### config.mk
export PLATFORM = sky130hd
export DESIGN_NAME = hsst_hash
export DESIGN_NICKNAME = d
export VERILOG_FILES = /design/src/hw/rtl/hashed_search_state_table_defines.svh /design/src/hw/rtl/hsst_pkg.sv /design/src/hw/rtl/hsst_hash.sv
export SDC_FILE = /design/constraint.sdc
export NUM_CORES = 2
export LEC_CHECK = 0
export BUFFER_PORTS_ARGS = -buffer_cell sky130_fd_sc_hd__buf_2
export CORE_MARGIN = 4
export CORE_UTILIZATION = 45
export CTS_CLUSTER_DIAMETER = 50
export DETAILED_ROUTE_END_ITERATION = 6
export PLACE_DENSITY = 0.6
export SKIP_CTS_REPAIR_TIMING = 1
export SYNTH_ARGS = -nofsm -noshare
export SYNTH_HDL_FRONTEND = slang
export SYNTH_SLANG_ARGS = --single-unit
### constraint.sdc
create_clock -name clk_i -period 29.5 [get_ports clk_i]
set_input_delay 5.9 -clock clk_i [delete_from_list [all_inputs] [get_ports clk_i]]
set_output_delay 5.9 -clock clk_i [all_outputs]
set_load 0.1 [all_outputs]
### src/hw/rtl/hashed_search_state_table_defines.svh
// assertion macros for the hashed search-state table
`ifndef HASHED_SEARCH_STATE_TABLE_DEFINES_SVH
`define HASHED_SEARCH_STATE_TABLE_DEFINES_SVH

// property checked on every clock edge outside reset
`define HSST_ASSERT(lbl, prop, msg) \
  lbl: assert property (@(posedge clk_i) disable iff (!rst_ni) (prop)) else $error(msg);

// implication checked on every clock edge outside reset
`define HSST_ASSERT_IMP(lbl, ante, cons, msg) \
  lbl: assert property (@(posedge clk_i) disable iff (!rst_ni) (ante) |-> (cons)) else $error(msg);

// next-cycle implication checked on every clock edge outside reset
`define HSST_ASSERT_NXT(lbl, ante, cons, msg) \
  lbl: assert property (@(posedge clk_i) disable iff (!rst_ni) (ante) |=> (cons)) else $error(msg);

`endif

### src/hw/rtl/hsst_pkg.sv
// shared constants and types of the hashed search-state table
package hsst_pkg;

  localparam int unsigned SLOT_COUNT = 16384;
  localparam int unsigned SLOT_BITS  = $clog2(SLOT_COUNT);
  localparam int unsigned OCC_W      = SLOT_BITS + 1;
  // smallest count at which occ*5 >= SLOT_COUNT*3
  localparam int unsigned LOAD_MAX   = (SLOT_COUNT * 3 + 4) / 5;

  localparam int unsigned KEY_W    = 64;
  localparam int unsigned COST_W   = 32;
  localparam int unsigned SLOT_O_W = 14;
  localparam int unsigned OCC_O_W  = 15;

  localparam logic [KEY_W-1:0]  EMPTY_KEY = '1;
  localparam logic [COST_W-1:0] NO_COST   = '1;
  localparam logic [63:0] MIX_C1 = 64'hff51afd7ed558ccd;
  localparam logic [63:0] MIX_C2 = 64'hc4ceb9fe1a85ec53;

  typedef enum logic [1:0] {
    OP_FIND   = 2'd0,
    OP_UPSERT = 2'd1,
    OP_MARK   = 2'd2,
    OP_CLEAR  = 2'd3
  } op_e;

  typedef struct packed {
    logic                found;
    logic [SLOT_O_W-1:0] slot;
    logic [COST_W-1:0]   cost;
    logic [KEY_W-1:0]    parent;
    logic                expanded;
    logic                status;
    logic [OCC_O_W-1:0]  occupied;
  } res_t;

endpackage

### src/hw/rtl/hsst_hash.sv
// murmur3 fmix64 finalizer on one shared 32x32 multiplier, home slot out
module hsst_hash (
  input  logic                          clk_i,
  input  logic                          rst_ni,
  input  logic                          start_i,
  input  logic [hsst_pkg::KEY_W-1:0]    key_i,
  output logic                          done_o,
  output logic [hsst_pkg::SLOT_BITS-1:0] home_o
);
  import hsst_pkg::*;

  logic        run_q, run_d;
  logic        phase_q, phase_d;
  logic [1:0]  sub_q, sub_d;
  logic        done_q, done_d;
  logic [63:0] v_q, v_d;
  logic [63:0] acc_q, acc_d;
  logic [63:0] prod_q, prod_d;
  logic [63:0] cst;
  logic [31:0] mul_a, mul_b;
  logic [63:0] fin;

  assign cst = phase_q ? MIX_C2 : MIX_C1;

  always_comb begin
    unique case (sub_q)
      2'd0:    begin mul_a = v_q[31:0];  mul_b = cst[31:0];  end
      2'd1:    begin mul_a = v_q[31:0];  mul_b = cst[63:32]; end
      default: begin mul_a = v_q[63:32]; mul_b = cst[31:0];  end
    endcase
  end

  assign fin = {acc_q[63:32] + prod_q[31:0], acc_q[31:0]};

  always_comb begin
    run_d   = run_q;
    phase_d = phase_q;
    sub_d   = sub_q;
    done_d  = 1'b0;
    v_d     = v_q;
    acc_d   = acc_q;
    prod_d  = prod_q;
    if (start_i && !run_q) begin
      run_d   = 1'b1;
      phase_d = 1'b0;
      sub_d   = 2'd0;
      v_d     = key_i ^ (key_i >> 33);
    end else if (run_q) begin
      prod_d = {32'd0, mul_a} * {32'd0, mul_b};
      sub_d  = sub_q + 2'd1;
      unique case (sub_q)
        2'd0: ;
        2'd1: acc_d = prod_q;
        2'd2: acc_d = {acc_q[63:32] + prod_q[31:0], acc_q[31:0]};
        default: begin
          v_d     = fin ^ (fin >> 33);
          phase_d = 1'b1;
          if (phase_q) begin
            run_d  = 1'b0;
            done_d = 1'b1;
          end
        end
      endcase
    end
  end

  always_ff @(posedge clk_i or negedge rst_ni) begin
    if (!rst_ni) begin
      run_q   <= 1'b0;
      phase_q <= 1'b0;
      sub_q   <= 2'd0;
      done_q  <= 1'b0;
    end else begin
      run_q   <= run_d;
      phase_q <= phase_d;
      sub_q   <= sub_d;
      done_q  <= done_d;
    end
  end

  always_ff @(posedge clk_i) begin
    v_q    <= v_d;
    acc_q  <= acc_d;
    prod_q <= prod_d;
  end

  assign done_o = done_q;
  assign home_o = v_q[SLOT_BITS-1:0];

endmodule

==> impl_metrics.csv <==
group,metric,value,unit
status,outcome,"finished, violations left",
status,violations,"DRC",
clock_tree,path_clk_slew,0.07,ns
layout,fin_area,42400,sq um
floorplanning,die_x,306,microns
layout,layout_common_cells,"inv_1 (961), fa_1 (769), ha_1 (395), nand2_1 (322), nor2_1 (290)",
yosys,synth_area,40100,sq um
floorplanning,row_count,109,
flow_run,cap_violations,0,
timing,fin_crit,11.13,ns
yosys,synth-seq-area-share,14.7,%
yosys,synth_top_family_by_area,"adder cells",
yosys,ys_types,74,
timing,tns,0,ns
yosys,synth-compound-area-share,7.70,%
route,drt_iter0_drc,2751,
layout,multiInputGateArea,30000,sq um
clock_tree,cts_tree,"done",
clock_tree,cts_buffers,17,
route,via_count,29200,
clock_tree,clock_sinks,197,
timing,min_period_over_period,37.7,%
yosys,synth_fp_nets,5351,
global_routing,grt_start_max_net_pins,87,
route,first_pass_iters,7,
layout,diodes,0,
yosys,syn_area_per_cell,9.74,sq um
global_routing,antenna_found_initial,0,
setup_path,path_class,"register to register",
placement,dpl-instance-area,41800,sq um
yosys,yosysTopAreaCell,"fa_1",
global_routing,grt_busiest_layer,"met2",
timing,finalHoldViolCount,0,
route,drtAntennaViolNets,0,
route,drt-wirelength-per-cell,25.9,microns
yosys,synthMuxAreaShare,1.71,%
global_routing,track_usage,29.8,%
placement,gp_congestion,1.06,
setup_path,crit_slowest_cell,"ha_2",
floorplanning,pin_count,82,
yosys,netlist.area_leader.share,38.4,%
yosys,syn_inst,4116,
yosys,yosys.area_share.adder,51.1,%
layout,areaGrowthSynthToFinish,5.72,%
route,routed_via_density,5.50,
layout,num-nets-final,5362,
layout,regArea,5890,sq um
yosys,synthXorXnorAreaFrac,5.00,%
worst_hold_path,hp-class,"register to register",
route,route.detailed.drc,2,
yosys,synth-main-ff-cell,"edfxtp_1",
setup_path,worstPathRequired,29.70,ns
layout,postLayoutCoreUtil,48.0,%
setup_path,worstPathArrival,11.33,ns
layout,layout_commonest_cell,"inv_1",
yosys,yosys-top-cells-area,"fa_1 (38%), edfxtp_1 (14%), ha_1 (12%)",
clock_tree,worstSkewPairLatency,0.45,ns
setup_path,cp-end-kind,"register",
timing,finalSetupViolCount,0,
layout,nFillCells,8487,
floorplanning,start_util,45.4,%
clock_tree,clockRootBuffer,"clkbuf_16",
global_routing,grt_use_met2,47.1,%
timing,worst_slew_pin_slew,0.991,ns
global_routing,grt_util_met3,3.47,%
timing,slew_headroom,33.7,%
global_routing,grt_pass1_vias,30400,
yosys,synth_warnings,0,
setup_path,cp-start-kind,"register",
global_routing,grt_overflow,0,
placement,dpl.hpwl,119000,microns
placement,portBuffers,81,
clock_tree,clockBufferDepth,2,
global_routing,grt_pass1_wl,205000,microns
floorplanning,dieArea,93900,sq um
floorplanning,dieHeight,306,microns
yosys,synth-async-reset-ratio,2.54,%
setup_path,max_stage_delay,0.80,ns
setup_path,crit_fanout,38,
floorplanning,core_area,88400,sq um
timing,slew_violations,0,
global_routing,grt_use_met1,40.6,%
layout,drive_gt1_share,5.94,%
yosys,synth_edf_count,192,
timing,rsz0062_at_grt,"no",
yosys,synth-simple-area-share,9.24,%
timing,final.setup_skew,0.0139,ns
route,wl,137000,microns
yosys,synth_seq_cells,197,
clock_tree,htree_levels,4,
timing,fmax,89.8,MHz
==> worst max-delay path, delay by kind of cell, from the launching register on <==
| kind | cells | cell delay [ns] |
|---|---|---|
| AO/OA/AOI/OAI | 6 | 1.57 |
| buffers and inverters | 11 | 2.16 |
| AND/OR/NAND/NOR | 5 | 1.40 |
| XOR/XNOR | 1 | 0.08 |
| flip-flops | 1 | 0.40 |
| adder cells (fa/ha/maj) | 11 | 5.16 |
==> synthesized netlist by cell type (all sizes together) (3+ instances only) <==
cell / n
a211oi: 12
a21boi: 4
a21o: 97
a21oi: 160
a22oi: 5
a2bb2oi: 4
a31o: 6
a31oi: 14
a32oi: 4
and2: 16
and3: 17
buf: 35
clkbuf: 104
clkinv: 8
dfrtp: 5
edfxtp: 192
fa: 769
ha: 399
inv: 962
maj3: 10
mux2: 40
mux2i: 23
nand2: 323
nand2b: 44
nand3: 26
nand4: 22
nor2: 291
nor2b: 52
nor3: 26
o2111ai: 4
o211ai: 8
o21a: 11
o21ai: 117
o21bai: 16
o221ai: 4
o22ai: 5
o31ai: 7
o41a: 3
or2: 14
xnor2: 138
xor2: 91
==> stage by stage <==
stage | std cells | worst slack [ns] | hold slack (ns)
global placement | 5273 | 18.86 | 0.503
detailed placement | 5273 | 18.66 | 0.508
finish | 5305 | 18.37 | 0.524
floorplan | 4116 | 20.08 | 0.491
global route | 5305 | 18.03 | 0.550
CTS | 5305 | 18.63 | 0.527
==> flip-flops by register name (all words and copies together), names as in the netlist <==
| register | flops |
|---|---|
| run_q | 1 |
| prod_q | 64 |
| acc_q | 64 |
| v_q | 64 |
| done_o | 1 |
| sub_q | 2 |
| phase_q | 1 |
==> metal layers <==
layer / part of all wire (%) / wire (microns)
met2: 46 / 62700
met1: 41 / 56500
met5: 0 / 0
met3: 6.1 / 8440
met4: 7.0 / 9630
==> final timing paths <==
path	slack, ns	cells after the start	to	startpoint
worst max-delay path	18.37	34	prod_q[60]	sub_q[1]
worst min-delay path	0.52	2	v_q[31]	acc_q[31]
worst max register to register	18.37	34	prod_q[60]	sub_q[1]
worst min register to register	0.52	2	v_q[31]	acc_q[31]
max in group asynchronous	24.10	1	run_q	rst_ni
min in group asynchronous	5.25	1	phase_q	rst_ni
==> area by class of cell <==
class,instances,share of cell area (%)
multi-input combinational,2810,70.8
sequential,197,13.9
inverter,970,8.59
tap,1165,3.44
timing repair buffer,131,1.84
clock buffer,17,1.00
clock inverter,15,0.381
==> cells by family after synthesis <==
family,Yosys count
adders and majority gates,1178
buffers and inverters,1109
and+or+nand+nor,844
AOI/OAI and AO/OA,495
xor gates and xnor gates,229
DFF,197
muxes,63
other,1
Power is not shown: default switching activity piles up to over one toggle a cycle in this logic, so the estimate is an artifact.
